$ cat src/hdl/pfc_pkg.sv
// Shared types, constants and key-square helpers for the playfair stream cipher.
// No dependencies; every other RTL file refers to it by scoped names.
package pfc_pkg;

  localparam int SQ_DIM = 5;
  localparam int CODE_W = 5;
  localparam int ROW_W  = $clog2(SQ_DIM);
  localparam int KROW_W = SQ_DIM * CODE_W;

  localparam logic [CODE_W-1:0] LETTER_X = 5'd23;
  localparam logic [CODE_W-1:0] LETTER_I = 5'd8;
  localparam logic [CODE_W-1:0] LETTER_J = 5'd9;
  localparam logic [CODE_W-1:0] LETTER_Q = 5'd16;

  localparam logic [7:0] ASCII_A     = 8'd65;
  localparam logic [7:0] ASCII_Z     = 8'd90;
  localparam logic [7:0] ASCII_LOW_A = 8'd97;
  localparam logic [7:0] ASCII_LOW_Z = 8'd122;
  localparam logic [7:0] CASE_OFFSET = 8'd32;

  // Config register indexes
  localparam int CFG_ADDR_W = 3;
  localparam logic [CFG_ADDR_W-1:0] REG_MODE_DECRYPT = 3'd0;
  localparam logic [CFG_ADDR_W-1:0] REG_MERGE_I_J    = 3'd1;
  localparam logic [CFG_ADDR_W-1:0] REG_KEY_ROW0     = 3'd2;
  localparam logic [CFG_ADDR_W-1:0] REG_KEY_ROW1     = 3'd3;
  localparam logic [CFG_ADDR_W-1:0] REG_KEY_ROW2     = 3'd4;
  localparam logic [CFG_ADDR_W-1:0] REG_KEY_ROW3     = 3'd5;
  localparam logic [CFG_ADDR_W-1:0] REG_KEY_ROW4     = 3'd6;

  localparam logic [KROW_W-1:0] KEY_ROW0_RST = 25'd4294688;
  localparam logic [KROW_W-1:0] KEY_ROW1_RST = 25'd10755269;
  localparam logic [KROW_W-1:0] KEY_ROW2_RST = 25'd16201099;
  localparam logic [KROW_W-1:0] KEY_ROW3_RST = 25'd21613104;
  localparam logic [KROW_W-1:0] KEY_ROW4_RST = 25'd27025109;

  // Digraph queue
  localparam int QDEPTH = 4;
  localparam int QPTR_W = $clog2(QDEPTH);
  localparam int QCNT_W = $clog2(QDEPTH + 1);

  typedef logic [SQ_DIM-1:0][KROW_W-1:0] key_sq_t;

  typedef struct packed {
    logic    mode_decrypt;
    logic    merge_i_j;
    key_sq_t key;
  } cfg_t;

  typedef struct packed {
    logic [ROW_W-1:0] row;
    logic [ROW_W-1:0] col;
  } sq_rc_t;

  typedef struct packed {
    logic   found;
    sq_rc_t rc;
  } sq_pos_t;

  typedef struct packed {
    sq_rc_t a;
    sq_rc_t b;
  } digraph_t;

  // One queue entry holds every digraph, as square positions, caused by one input byte.
  typedef struct packed {
    logic     two;
    digraph_t dg0;
    digraph_t dg1;
    logic     msg_end;
  } q_entry_t;

  // First match in row order wins: scan backwards so the earliest hit is last.
  function automatic sq_pos_t sq_find(key_sq_t key, logic [CODE_W-1:0] letter);
    sq_pos_t p;
    p = '0;
    for (int y = SQ_DIM - 1; y >= 0; y--) begin
      for (int x = SQ_DIM - 1; x >= 0; x--) begin
        if (key[y][CODE_W*x +: CODE_W] == letter) begin
          p.found  = 1'b1;
          p.rc.row = ROW_W'(y);
          p.rc.col = ROW_W'(x);
        end
      end
    end
    return p;
  endfunction

  function automatic logic [CODE_W-1:0] sq_cell(key_sq_t key, sq_rc_t rc);
    return key[rc.row][CODE_W*rc.col +: CODE_W];
  endfunction

  // One step with wrap, forward or backward.
  function automatic logic [ROW_W-1:0] sq_shift(logic [ROW_W-1:0] v, logic back);
    logic [ROW_W-1:0] r;
    if (back) begin
      r = (v == '0) ? ROW_W'(SQ_DIM - 1) : v - 1'b1;
    end else begin
      r = (v == ROW_W'(SQ_DIM - 1)) ? '0 : v + 1'b1;
    end
    return r;
  endfunction

endpackage

$ cat src/hdl/pfc_front.sv
// Front end: byte classification, X insertion, digraph pairing and square lookup.
// Depends on pfc_pkg; pushes one entry per byte that yields cipher letters.
module pfc_front (
  input  logic             clk,
  input  logic             rst_n,
  input  pfc_pkg::cfg_t    cfg,
  input  logic             in_valid,
  input  logic [7:0]       in_data,
  input  logic             in_last,
  output logic             in_ready,
  input  logic             q_full,
  output logic             q_push,
  output pfc_pkg::q_entry_t q_entry
);

  logic                        opv_r, opv_nxt;
  logic [pfc_pkg::CODE_W-1:0]  opl_r, opl_nxt;
  logic                        dv_r, dv_nxt;
  logic [pfc_pkg::CODE_W-1:0]  dl_r, dl_nxt;
  logic                        accept;

  logic [7:0]                  ch;
  logic [7:0]                  diff;
  logic                        keep;
  logic [pfc_pkg::CODE_W-1:0]  letter;
  logic                        ins_x;
  logic                        have0;
  logic                        dv;
  logic [pfc_pkg::CODE_W-1:0]  dl;
  pfc_pkg::sq_pos_t            dl_pos;
  pfc_pkg::sq_pos_t            pos_x;
  pfc_pkg::sq_pos_t            pos_l;
  logic [2:0]                  fv;
  logic [2:0][pfc_pkg::CODE_W-1:0] fl;
  pfc_pkg::sq_pos_t [2:0]      fp;

  assign in_ready = !q_full;
  assign accept   = in_valid && !q_full;

  always_comb begin
    ch = in_data;
    if (ch inside {[pfc_pkg::ASCII_LOW_A:pfc_pkg::ASCII_LOW_Z]}) begin
      ch = ch - pfc_pkg::CASE_OFFSET;
    end
    keep   = ch inside {[pfc_pkg::ASCII_A:pfc_pkg::ASCII_Z]};
    diff   = ch - pfc_pkg::ASCII_A;
    letter = diff[pfc_pkg::CODE_W-1:0];
    if (keep) begin
      if (letter == pfc_pkg::LETTER_J && cfg.merge_i_j) begin
        letter = pfc_pkg::LETTER_I;
      end else if (letter == pfc_pkg::LETTER_Q && !cfg.merge_i_j) begin
        keep = 1'b0;
      end
    end

    // Original-pair tracking, encrypt only
    ins_x   = keep && !cfg.mode_decrypt && opv_r && (opl_r == letter);
    opv_nxt = opv_r;
    opl_nxt = opl_r;
    if (keep && !cfg.mode_decrypt) begin
      if (!opv_r) begin
        opv_nxt = 1'b1;
        opl_nxt = letter;
      end else begin
        opv_nxt = 1'b0;
      end
    end

    pos_x = pfc_pkg::sq_find(cfg.key, pfc_pkg::LETTER_X);
    pos_l = pfc_pkg::sq_find(cfg.key, letter);

    // Feed order: inserted X, the letter, end-of-message pad X
    fv    = {1'b0, keep, ins_x};
    fl    = {pfc_pkg::LETTER_X, letter, pfc_pkg::LETTER_X};
    fp    = {pos_x, pos_l, pos_x};

    dv     = dv_r;
    dl     = dl_r;
    dl_pos = pfc_pkg::sq_find(cfg.key, dl_r);
    have0  = 1'b0;
    q_entry = '0;
    q_entry.msg_end = in_last;
    for (int k = 0; k < 3; k++) begin
      if (k == 2) begin
        fv[k] = in_last && dv;
      end
      if (fv[k]) begin
        if (dv) begin
          dv = 1'b0;
          // pair with a letter missing from the square gives nothing
          if (dl_pos.found && fp[k].found) begin
            if (!have0) begin
              q_entry.dg0.a = dl_pos.rc;
              q_entry.dg0.b = fp[k].rc;
              have0 = 1'b1;
            end else begin
              q_entry.dg1.a = dl_pos.rc;
              q_entry.dg1.b = fp[k].rc;
              q_entry.two   = 1'b1;
            end
          end
        end else begin
          dv     = 1'b1;
          dl     = fl[k];
          dl_pos = fp[k];
        end
      end
    end

    dv_nxt = dv;
    dl_nxt = dl;
    if (in_last) begin
      opv_nxt = 1'b0;
      opl_nxt = '0;
      dv_nxt  = 1'b0;
      dl_nxt  = '0;
    end
  end

  assign q_push = accept && have0;

  always_ff @(posedge clk) begin
    if (!rst_n) begin
      opv_r <= 1'b0;
      opl_r <= '0;
      dv_r  <= 1'b0;
      dl_r  <= '0;
    end else if (accept) begin
      opv_r <= opv_nxt;
      opl_r <= opl_nxt;
      dv_r  <= dv_nxt;
      dl_r  <= dl_nxt;
    end
  end

endmodule

$ cat src/hdl/pfc_queue.sv
// Short FIFO of digraph entries between front and back ends.
// Depends on pfc_pkg for the entry type and depth.
module pfc_queue (
  input  logic              clk,
  input  logic              rst_n,
  input  logic              push,
  input  pfc_pkg::q_entry_t wr_entry,
  output logic              full,
  input  logic              pop,
  output logic              empty,
  output pfc_pkg::q_entry_t rd_entry
);

  pfc_pkg::q_entry_t          mem_r [pfc_pkg::QDEPTH];
  logic [pfc_pkg::QPTR_W-1:0] wr_ptr_r, rd_ptr_r;
  logic [pfc_pkg::QCNT_W-1:0] cnt_r, cnt_nxt;
  logic                       do_push, do_pop;

  assign full     = (cnt_r == pfc_pkg::QCNT_W'(pfc_pkg::QDEPTH));
  assign empty    = (cnt_r == '0);
  assign do_push  = push && !full;
  assign do_pop   = pop && !empty;
  assign rd_entry = mem_r[rd_ptr_r];

  always_comb begin
    cnt_nxt = cnt_r;
    if (do_push && !do_pop) begin
      cnt_nxt = cnt_r + 1'b1;
    end else if (do_pop && !do_push) begin
      cnt_nxt = cnt_r - 1'b1;
    end
  end

  always_ff @(posedge clk) begin
    if (!rst_n) begin
      wr_ptr_r <= '0;
      rd_ptr_r <= '0;
      cnt_r    <= '0;
    end else begin
      cnt_r <= cnt_nxt;
      if (do_push) wr_ptr_r <= wr_ptr_r + 1'b1;
      if (do_pop)  rd_ptr_r <= rd_ptr_r + 1'b1;
    end
  end

  always_ff @(posedge clk) begin
    if (do_push) begin
      mem_r[wr_ptr_r] <= wr_entry;
    end
  end

endmodule

$ cat src/hdl/pfc_back.sv
// Back end: expands queued digraphs into cipher letters, one per cycle while the
// output is not stalled. Depends on pfc_pkg; drives the registered output stage.
module pfc_back (
  input  logic              clk,
  input  logic              rst_n,
  input  pfc_pkg::cfg_t     cfg,
  input  logic              q_empty,
  input  pfc_pkg::q_entry_t q_head,
  output logic              q_pop,
  output logic              out_valid,
  input  logic              out_ready,
  output logic [7:0]        out_data,
  output logic              out_last,
  output logic              out_user
);

  logic [1:0]                 step_r;
  logic                       out_valid_r;
  logic [pfc_pkg::CODE_W-1:0] letter_r;
  logic                       last_r, user_r;
  logic                       adv, last_step;
  pfc_pkg::digraph_t          dg;
  pfc_pkg::sq_rc_t            mine, rc;
  logic [pfc_pkg::CODE_W-1:0] sq_code;

  assign adv       = !q_empty && (!out_valid_r || out_ready);
  assign last_step = (step_r == {q_head.two, 1'b1});
  assign q_pop     = adv && last_step;

  always_comb begin
    dg   = step_r[1] ? q_head.dg1 : q_head.dg0;
    mine = step_r[0] ? dg.b : dg.a;
    rc   = mine;
    if (dg.a.col == dg.b.col) begin
      rc.row = pfc_pkg::sq_shift(mine.row, cfg.mode_decrypt);
    end else if (dg.a.row == dg.b.row) begin
      rc.col = pfc_pkg::sq_shift(mine.col, cfg.mode_decrypt);
    end else begin
      rc.col = step_r[0] ? dg.a.col : dg.b.col;
    end
    sq_code = pfc_pkg::sq_cell(cfg.key, rc);
  end

  always_ff @(posedge clk) begin
    if (!rst_n) begin
      step_r      <= '0;
      out_valid_r <= 1'b0;
    end else begin
      if (adv) begin
        out_valid_r <= 1'b1;
        step_r      <= last_step ? 2'd0 : step_r + 2'd1;
      end else if (out_ready) begin
        out_valid_r <= 1'b0;
      end
    end
  end

  always_ff @(posedge clk) begin
    if (adv) begin
      letter_r <= sq_code;
      last_r   <= last_step;
      user_r   <= last_step && q_head.msg_end;
    end
  end

  assign out_valid = out_valid_r;
  assign out_data  = {{(8 - pfc_pkg::CODE_W){1'b0}}, letter_r};
  assign out_last  = last_r;
  assign out_user  = user_r;

endmodule

$ cat src/hdl/playfair_stream_cipher_top.sv
// Playfair stream cipher: ASCII bytes in, enciphered letter codes out.
// Usage:
//   in_*  : one text byte per transaction; in_tlast marks the final byte of a message,
//           which pads an odd leftover letter with X and clears the pairing state.
//   out_* : one cipher letter (A=0..Z=25) per transaction; out_tlast marks the last
//           letter caused by one input byte, out_tuser the last letter of a message.
//   cfg_* : write-only register port (mode, I/J merge, five key-square rows); write
//           only while no transaction is in flight.
// Path: an accepted byte's digraphs are written into the queue; the back end then
//   registers each of its letters in the output register, from which it leaves.
// Throughput: the front end takes one byte per cycle while the four-entry digraph
//   queue has room; the back end emits one letter per cycle while out_tready is
//   high, and a byte causes 0 to 4 letters (about 2 on ordinary text).
// Reset: synchronous active-low rst_n restores the default key square, encrypt mode
//   with I/J merging, and empties the queue and all pending letters.
// Stall: out_tready low holds the output register; the queue keeps absorbing bytes
//   until full, after which in_tready drops.
// Depends on pfc_pkg, pfc_front, pfc_queue and pfc_back.
module playfair_stream_cipher_top (
  input  logic                             clk,
  input  logic                             rst_n,
  // slave stream
  input  logic                             in_tvalid,
  output logic                             in_tready,
  input  logic [7:0]                       in_tdata,  // [7:0] text_byte
  input  logic                             in_tlast,  // message_end
  // master stream
  output logic                             out_tvalid,
  input  logic                             out_tready,
  output logic [7:0]                       out_tdata, // [4:0] cipher_letter, [7:5] zero
  output logic                             out_tlast, // run_last
  output logic                             out_tuser, // [0] message_done
  // config write port
  input  logic                             cfg_we,
  input  logic [pfc_pkg::CFG_ADDR_W-1:0]   cfg_addr,
  input  logic [pfc_pkg::KROW_W-1:0]       cfg_wdata
);

  pfc_pkg::cfg_t     cfg_r;
  pfc_pkg::q_entry_t push_entry, head_entry;
  logic              q_push, q_pop, q_full, q_empty;

  // Config registers; unknown indexes are ignored
  always_ff @(posedge clk) begin
    if (!rst_n) begin
      cfg_r.mode_decrypt <= 1'b0;
      cfg_r.merge_i_j    <= 1'b1;
      cfg_r.key[0]       <= pfc_pkg::KEY_ROW0_RST;
      cfg_r.key[1]       <= pfc_pkg::KEY_ROW1_RST;
      cfg_r.key[2]       <= pfc_pkg::KEY_ROW2_RST;
      cfg_r.key[3]       <= pfc_pkg::KEY_ROW3_RST;
      cfg_r.key[4]       <= pfc_pkg::KEY_ROW4_RST;
    end else if (cfg_we) begin
      case (cfg_addr)
        pfc_pkg::REG_MODE_DECRYPT: cfg_r.mode_decrypt <= cfg_wdata[0];
        pfc_pkg::REG_MERGE_I_J:    cfg_r.merge_i_j    <= cfg_wdata[0];
        pfc_pkg::REG_KEY_ROW0:     cfg_r.key[0]       <= cfg_wdata;
        pfc_pkg::REG_KEY_ROW1:     cfg_r.key[1]       <= cfg_wdata;
        pfc_pkg::REG_KEY_ROW2:     cfg_r.key[2]       <= cfg_wdata;
        pfc_pkg::REG_KEY_ROW3:     cfg_r.key[3]       <= cfg_wdata;
        pfc_pkg::REG_KEY_ROW4:     cfg_r.key[4]       <= cfg_wdata;
        default: ;
      endcase
    end
  end

  // Front: classify bytes, form digraphs, locate them in the square
  pfc_front u_front (
    .clk      (clk),
    .rst_n    (rst_n),
    .cfg      (cfg_r),
    .in_valid (in_tvalid),
    .in_data  (in_tdata),
    .in_last  (in_tlast),
    .in_ready (in_tready),
    .q_full   (q_full),
    .q_push   (q_push),
    .q_entry  (push_entry)
  );

  // Decouples byte intake from letter output
  pfc_queue u_queue (
    .clk      (clk),
    .rst_n    (rst_n),
    .push     (q_push),
    .wr_entry (push_entry),
    .full     (q_full),
    .pop      (q_pop),
    .empty    (q_empty),
    .rd_entry (head_entry)
  );

  // Back: shift/swap in the square, one letter per cycle while out_tready allows
  pfc_back u_back (
    .clk       (clk),
    .rst_n     (rst_n),
    .cfg       (cfg_r),
    .q_empty   (q_empty),
    .q_head    (head_entry),
    .q_pop     (q_pop),
    .out_valid (out_tvalid),
    .out_ready (out_tready),
    .out_data  (out_tdata),
    .out_last  (out_tlast),
    .out_user  (out_tuser)
  );

endmodule

$ cat config.mk
export PLATFORM = sky130hd
export DESIGN_NAME = playfair_stream_cipher_top
export DESIGN_NICKNAME = d
export VERILOG_FILES = /design/src/hdl/pfc_pkg.sv /design/src/hdl/pfc_front.sv /design/src/hdl/pfc_queue.sv /design/src/hdl/pfc_back.sv /design/src/hdl/playfair_stream_cipher_top.sv
export SDC_FILE = /design/constraint.sdc
export NUM_CORES = 1
export LEC_CHECK = 0
export BUFFER_PORTS_ARGS = -buffer_cell sky130_fd_sc_hd__clkbuf_2
export CORE_MARGIN = 1.5
export CORE_UTILIZATION = 52
export CTS_CLUSTER_SIZE = 12
export DETAILED_ROUTE_END_ITERATION = 16
export PLACE_DENSITY = 0.68
export SYNTH_ARGS = -nofsm -noshare
export SYNTH_HDL_FRONTEND = slang
export SYNTH_HIERARCHICAL = 1
export SYNTH_SLANG_ARGS = --single-unit
$ cat constraint.sdc
create_clock -name clk -period 8.4 [get_ports clk]
set_input_delay 1.68 -clock clk [delete_from_list [all_inputs] [get_ports clk]]
set_output_delay 1.68 -clock clk [all_outputs]
set_load 0.005 [all_outputs]
=== Word level (Yosys, flattened, before mapping) ===
Memory sizes are Yosys's and may differ from the RTL's. A register that Yosys moved wholly into a read port is not among the register bits.
Cells that the tools add are included.

* Add/sub/neg operators: 11
* Multiply operators: 1
* Magnitude comparators: 5
* Equality and inequality tests: 91
* Shift operators: 1
* Multiplexer cells: 152
* Reductions and logical operators: 44

{| class="wikitable"
|+ Operator list
! operator !! count
|-
| two-way mux 7 bit || 79
|-
| equality test 5 bit || 51
|-
| two-way mux 25 bit || 9
|-
| equality test 5 bit (second input constant) || 26
|-
| binary-select mux 25 bit (select 3 bit) || 1
|-
| two-way mux 12 bit || 5
|-
| two-way mux 5 bit || 12
|-
| two-way mux 3 bit || 12
|-
| two-way mux 1 bit || 28
|-
| variable part select 25 x 7 -> 5 bit || 1
|-
| two-way mux 24 bit || 1
|-
| logical AND 1 bit || 20
|-
| equality test 3 bit (second input constant) || 6
|-
| >= comparator 8 x 7 -> 1 bit (second input constant) || 2
|-
| <= comparator 8 x 7 -> 1 bit (second input constant) || 2
|-
| AND reduction 2 bit || 8
|-
| logical NOT 3 bit || 4
|-
| adder 3 x 1 -> 3 bit (second input constant) || 3
|-
| subtractor 3 x 1 -> 3 bit (second input constant) || 3
|-
| two-way mux 8 bit || 1
|-
| subtractor 8 x 6 -> 8 bit (second input constant) || 1
|-
| logical NOT 1 bit || 7
|-
| adder 2 x 1 -> 2 bit (second input constant) || 3
|-
| equality test 3 x 2 -> 1 bit (second input constant) || 2
|-
| 13 further kinds || 18
|}

* Bits in registers: 156
* Bits in writable memories: 104
* Input bits: 42
* Output and inout bits: 12
* Logic and storage cells: 325
* Memories kept: 1

{| class="wikitable"
|+ Memory list
! name !! words !! bits a word !! rd ports !! clocked after Yosys merged registers in !! write ports !! line !! text
|-
| u_queue.mem_r || 4 || 26 || 1 || 1 || 1 || pfc_queue.sv:14 || <nowiki>pfc_pkg::q_entry_t mem_r [pfc_pkg::QDEPTH];</nowiki>
|}

=== Depth between registers and ports, before layout ===
* Depth after elaboration: 47
* Gate-level depth with buffers: 26

=== Hierarchy ===
Netlist, hierarchy kept.

{| class="wikitable"
|+ Modules (own cells, without submodules)
! module !! times used !! cells each !! area an instance (um^2) !! sequential area each (um^2)
|-
| pfc_front || 1 || 951 || 6832.8 || 240.2
|-
| playfair_stream_cipher_top || 1 || 477 || 5063.6 || 2542.4
|-
| pfc_queue || 1 || 184 || 4257.8 || 3303.2
|-
| pfc_back || 1 || 253 || 2412.3 || 270.3
|}

=== Worst setup path after synthesis ===
Ideal clock, no wire load.

* Path kind: input-to-reg
* Start: in in_tdata[0]
* End: reg u_queue/cnt_r[2] (netlist bit)
* Library setup time: 70 ps
* Arrival time: 6592 ps
* Data required time: 8330 ps
* Slack: 1738 ps
* Stages: 25
* Cell sequence: clkbuf_1 inv_1 clkbuf_1 ha_1 buf_2 xnor2_2 o211ai_2 a2111oi_4 buf_2 mux2_1 o22ai_1 nand4_1 nor3_2 nand4_2 or3_4 o21ai_0 a21oi_1 nor2b_1 buf_2 ha_1 inv_1 fa_1 xor2_1 or3_1 a21boi_1

* Word-level cells in the longest chain between the ends: 46

{| class="wikitable"
|+ RTL lines
! item !! line !! text
|-
| start, declared || playfair_stream_cipher_top.sv:25 || <nowiki>input logic [7:0] in_tdata,</nowiki>
|-
| >= comparator 8 x 7 -> 1 bit or <= comparator 8 x 7 -> 1 bit (tied branches) || pfc_front.sv:42 || <nowiki>if (ch inside {[pfc_pkg::ASCII_LOW_A:pfc_pkg::ASCII_LOW_Z]}) begin</nowiki>
|-
| logical AND 1 bit || pfc_front.sv:42 ||
|-
| two-way mux 8 bit (*) || pfc_front.sv:42 ||
|-
| subtractor 5 x 1 -> 5 bit || pfc_front.sv:46 || <nowiki>diff = ch - pfc_pkg::ASCII_A;</nowiki>
|-
| equality test 5 x 4 -> 1 bit || pfc_front.sv:49 || <nowiki>if (letter == pfc_pkg::LETTER_J && cfg.merge_i_j) begin</nowiki>
|-
| logical AND 1 bit || pfc_front.sv:49 ||
|-
| two-way mux 5 bit || pfc_front.sv:49 ||
|-
| two-way mux 5 bit || pfc_front.sv:48 || <nowiki>if (keep) begin</nowiki>
|-
| [... 32 more ...] || -- ||
|-
| two-way mux 1 bit (*) || pfc_front.sv:87 || <nowiki>if (fv[k]) begin</nowiki>
|-
| logical AND 1 bit (*) || pfc_front.sv:120 || <nowiki>assign q_push = accept && have0;</nowiki>
|-
| via q_push || playfair_stream_cipher_top.sv:41 || <nowiki>logic q_push, q_pop, q_full, q_empty;</nowiki>
|-
| logical AND 1 bit (*) || pfc_queue.sv:21 || <nowiki>assign do_push = push && !full;</nowiki>
|-
| via u_queue.do_push || pfc_queue.sv:17 || <nowiki>logic do_push, do_pop;</nowiki>
|-
| logical NOT 1 bit || pfc_queue.sv:29 || <nowiki>end else if (do_pop && !do_push) begin</nowiki>
|-
| logical AND 1 bit || pfc_queue.sv:29 ||
|-
| nonzero test 2 bit (no source line) || -- ||
|-
| end signal, assigned || pfc_queue.sv:40 || <nowiki>cnt_r <= cnt_nxt;</nowiki>
|-
| end, declared || pfc_queue.sv:16 || <nowiki>logic [pfc_pkg::QCNT_W-1:0] cnt_r, cnt_nxt;</nowiki>
|}

Mark *: on every way through the listed nets, which the timed path passes. The rest lies on a longest branch.
A chain may end at the register's enable or synchronous reset.

=== Worst setup path in the final report ===
* Start: in in_tdata[0]
* End: reg u_queue/cnt_r[2] (netlist bit)

* Word-level cells in the longest chain between the ends: 46

{| class="wikitable"
|+ RTL lines
! item !! line !! text
|-
| >= comparator 8 x 7 -> 1 bit or <= comparator 8 x 7 -> 1 bit (tied branches) || pfc_front.sv:42 ||
|-
| logical AND 1 bit || pfc_front.sv:42 ||
|-
| two-way mux 8 bit (*) || pfc_front.sv:42 ||
|-
| subtractor 5 x 1 -> 5 bit || pfc_front.sv:46 ||
|-
| equality test 5 x 4 -> 1 bit || pfc_front.sv:49 ||
|-
| logical AND 1 bit || pfc_front.sv:49 ||
|-
| two-way mux 5 bit || pfc_front.sv:49 ||
|-
| two-way mux 5 bit || pfc_front.sv:48 ||
|-
| [... 31 more ...] || -- ||
|-
| two-way mux 1 bit || pfc_front.sv:88 || <nowiki>if (dv) begin</nowiki>
|-
| two-way mux 1 bit (*) || pfc_front.sv:87 ||
|-
| logical AND 1 bit (*) || pfc_front.sv:120 ||
|-
| via q_push || playfair_stream_cipher_top.sv:41 ||
|-
| logical AND 1 bit (*) || pfc_queue.sv:21 ||
|-
| logical NOT 1 bit || pfc_queue.sv:29 ||
|-
| logical AND 1 bit || pfc_queue.sv:29 ||
|-
| nonzero test 2 bit (no source line) || -- ||
|}

Marks and branches as above.

==> results.md <==
- Area inside the core boundary: about 35,000 um2
- H-tree level count: 1
- Largest stage delay on the critical path: about 0.65 ns
- Highest ir drop seen on vdd: approximately 0.17 mV
- Leakage power: between 0.007 and 0.008 uW
- Final critical delay including setup and external delays: between 7 and 8 ns
- Initial antenna violation count: 1
- DIE WIDTH: around 190 um
- Post-CTS Resized: 0
- Number of standard cells after synthesis: around 1,900
- Vertical die dimension: between 150 and 200 um
- Total area of multi-input combinational cells: between 10,000 and 15,000 um2
- Cell-internal power: 2250 uW
- Vias in the first global route: around 14,000
- Number of flops mapped to enable cells by yosys: roughly 110
- Number of hold buffers added after CTS: 0
- Clock root buffer: sky130_fd_sc_hd__clkbuf_16
- Number of buffers created by CTS: 29
- Die footprint: about 37,000 um2
- Overall routing resource usage: roughly a third
- Area of all sequential standard cells: about 6400 um2
- Cell breakdown of the critical path: clkbuf_2 > inv_1 > buf_4 > ha_1 > buf_4 > or4b_4 > o22ai_4 > a2111o_1 > nand2_1 > o31a_1 > o21ai_0 > nor2_1 > nand4_2 > or3_4 > o21ai_0 > a21oi_1 > nor2b_1 > ha_1 > inv_1 > fa_1 > xor2_1 > or3_1 > a21boi_1
- Overall routed net length: between 50,000 and 60,000 um
- Design Power: approximately 3100 uW
- Max-cap viol count: 0
- Number of pins with negative max-slew slack in the final report: 0
- Final non-filler cell area: roughly 20,000 um2
- Detail Placement HPWL: ~44,000 um
- Crit path setup slack, layout: 1.05 ns
- Routability Congestion: roughly 1.1
- Detailed-routing iteration count for the pre-antenna-repair pass: 7
- Crit path max fanout: 23
- Worst-case clock skew: 0.0240 ns
- Worst slack at placement: 0.618 ns
- CP top delay family: simple AND/OR/NAND/NOR gates
- Part of the Yosys area used for sequential elements: between 30% and 40%
- Cell Area, Placed: approximately 19,000 um2
- Final-layout fill cell count: between 3,000 and 4,000
- PwrDens: ~160 nW/um2
- GR met2 Demand/Resource: about 46%
- Capturing element type of the critical path: register
- Buffer and inverter count on the worst path: 5
- CTS tree: built
- Number of storage elements in the synthesis netlist: about 260
- Buffer count from post-CTS setup fixing: 0
- Fin Setup TNS: 0 ns
- First-pass GRT wire length: between 80,000 and 90,000 um
- Hold Slack: approximately 0.50 ns
- Net switching fraction of the power: between 20 and 30%
- Count of different cell masters after synthesis: 115
- Setup repair after global routing missed its margin: no
- Clock network fraction of total power: around two fifths
- Syn Area/Cell: between 9 and 10 um2
- Total Nets Final: about 1,900
- Switching power: about 900 uW
- FP Rows: about 70
- Overall via count from detail_route: 15,500
- Met1 capacity usage during global routing: 48.6%
- Share of flip-flops with an asynchronous set or reset: 0%
- Count of boundary I/O pins: 54
- Count of synthesis-stage warnings from yosys: 6
- GR Overflow Total: 0
- Via/cell ratio: 6.62
- Kind of start point of the critical path: input port
- Most used DFF post-synth: sky130_fd_sc_hd__dfxtp_1
- Initial core utilization: between 50% and 60%
- Run status: completed
- Critical path data required time: a little under 9 ns
- Post-Syn Area: 18,600 um2
- Initial DRC count: between 2,000 and 2,500
- Setup CP Type: input port to register
- Worst rel slew slack: around a fifth
- Area growth syn-to-layout: 6.50%
- Fin. Hold Viols: 0
- Share of post-route cells with drive strength above 1: 12.6%
- Fmax: roughly 0.14 GHz
- Proportion of power drawn by flip-flops and latches: between 40% and 50%
- Number of port buffers: 50
- WL per Instance: ~26 um
- Final setup fails: 0
- Remaining DRCs: 0
- Worst Hold Class: register to register
- Worst-case clock buffer depth: 3
- Arrival time worst endpoint: between 7 and 8 ns
- Later-pin clock latency in the skew report: about 0.6 ns
- Number of sinks driven by the clock tree: 262
- Critical path's slowest cell: sky130_fd_sc_hd__a2111o_1
- Post-route fraction of the period consumed by the critical path: between 80 and 90%
- Gate power share: 16.4%
- Largest net degree at the start of global routing: between 100 and 150
- Global routing met3 resource utilization: around 6.4%
- Actual transition at the worst max-transition pin: between 1 and 1.5 ns
- Clock-pin slew of the registers on the worst-case setup and hold paths: roughly 0.06 ns
- DRT antenna net count: 0
- Most congested layer reported by global routing: met1
## placed cells by master (no fill, tap or decap), types with 15 or more instances in the layout
master,netlist,routed
sky130_fd_sc_hd__nor3_1,52,52
sky130_fd_sc_hd__mux2i_1,183,183
sky130_fd_sc_hd__nand4_1,28,28
sky130_fd_sc_hd__a31oi_1,18,18
sky130_fd_sc_hd__xor2_1,83,83
sky130_fd_sc_hd__mux4_2,35,35
sky130_fd_sc_hd__o21ai_0,40,39
sky130_fd_sc_hd__a21oi_1,29,28
sky130_fd_sc_hd__nand2_1,165,165
sky130_fd_sc_hd__ha_1,18,18
sky130_fd_sc_hd__or3_1,16,16
sky130_fd_sc_hd__nor2_1,65,64
sky130_fd_sc_hd__clkbuf_16,0,30
sky130_fd_sc_hd__nor3b_1,16,15
sky130_fd_sc_hd__xnor2_1,132,132
sky130_fd_sc_hd__nand3_1,49,49
sky130_fd_sc_hd__a221oi_1,15,15
sky130_fd_sc_hd__buf_4,18,35
sky130_fd_sc_hd__and2_1,26,26
sky130_fd_sc_hd__clkbuf_2,1,51
sky130_fd_sc_hd__edfxtp_1,111,111
sky130_fd_sc_hd__and3_1,15,15
sky130_fd_sc_hd__a22oi_1,17,17
sky130_fd_sc_hd__nor2b_1,118,118
sky130_fd_sc_hd__inv_1,39,39
sky130_fd_sc_hd__dfxtp_1,151,150
## tightest hold or removal path, cell delays in order, from the launching register on
cell	delay, ns
sky130_fd_sc_hd__dfxtp_1	0.33
sky130_fd_sc_hd__nand2_1	0.06
sky130_fd_sc_hd__mux2i_1	0.05
## worst paths after layout
path / startpoint / slack [ns] / depth (start not counted) / end
worst min register to register: u_queue/wr_ptr_r[1] / 0.50 / 2 / u_queue/wr_ptr_r[1]
worst max-delay path: in_tdata[0] / 1.05 / 23 / u_queue/cnt_r[2]
worst max register to register: cfg_r[125] / 2.79 / 19 / u_queue/cnt_r[2]
worst min-delay path: u_queue/wr_ptr_r[1] / 0.50 / 2 / u_queue/wr_ptr_r[1]
## flip-flops by register name (all words and copies together), names as in the netlist, 2 cells and up, named ones only
register	count
cfg_r	127
u_back/letter_r	5
u_back/step_r	2
u_front/dl_r	5
u_front/opl_r	5
u_queue/cnt_r	3
u_queue/mem_r	104
u_queue/rd_ptr_r	2
u_queue/wr_ptr_r	2
## kinds of logic (layout without fill, tap and decap cells)
| family | after synthesis | in the layout | synth area share [%] |
|---|---|---|---|
| compound gates | 316 | 316 | 13.2 |
| xor+xnor | 229 | 229 | 11.7 |
| simple gates | 630 | 630 | 18.7 |
| buf+inv | 167 | 175 | 5.17 |
| fa+ha+maj | 19 | 19 | 1.32 |
| mux | 241 | 241 | 15.6 |
| other cells | 1 | 4 | 0.0202 |
| flops | 262 | 262 | 34.2 |
## stage by stage
step | instances | util (%)
floorplan | 1867 | -
global placement | 2285 | 53.3
detailed placement | 2285 | 53.3
CTS | 2336 | 55.9
global route | 2336 | 55.9
finish | 2337 | 55.9
## cells in the mapped netlist (all sizes together), types with 26 or more instances
cell	instances	area, um2
mux2i	184	1850
nand2	165	619
dfxtp	151	3020
xnor2	134	1190
nor2b	118	738
edfxtp	111	3330
buf	88	662
xor2	84	743
nor2	68	273
nor3	55	290
o21ai	54	282
nand3	49	245
clkbuf	40	151
inv	39	146
mux4	35	788
a21oi	31	163
nand4	30	200
and2	26	163
## power by group through the flow
| stage | Clock, uW | Combinational, uW | Sequential (uW) |
|---|---|---|---|
| 2_1_floorplan | 0 | 394 | 1390 |
| 3_3_place_gp | 0 | 489 | 1410 |
| 3_5_place_dp | 0 | 498 | 1410 |
| 4_1_cts | 1250 | 500 | 1390 |
| 5_1_grt | 1300 | 546 | 1390 |
| 6_report | 1230 | 514 | 1390 |
## cell type report
class / instances / share of cell area (%)
timing repair buffer: 85 / 2.63
tap: 461 / 2.92
clock buffer: 42 / 4.06
antenna: 1 / 0.0127
multi-input combinational: 1438 / 57.0
inverter: 39 / 0.740
clock inverter: 9 / 0.506
sequential: 262 / 32.2
## layer usage
metal | vias to the layer above | part of all wire, %
met2 | 973 | 41
li1 | 6842 | -
met4 | 0 | 3.0
met1 | 7532 | 44
met3 | 117 | 12
met5 | - | 0
No activity file was read; power rests on OpenSTA's default activity.
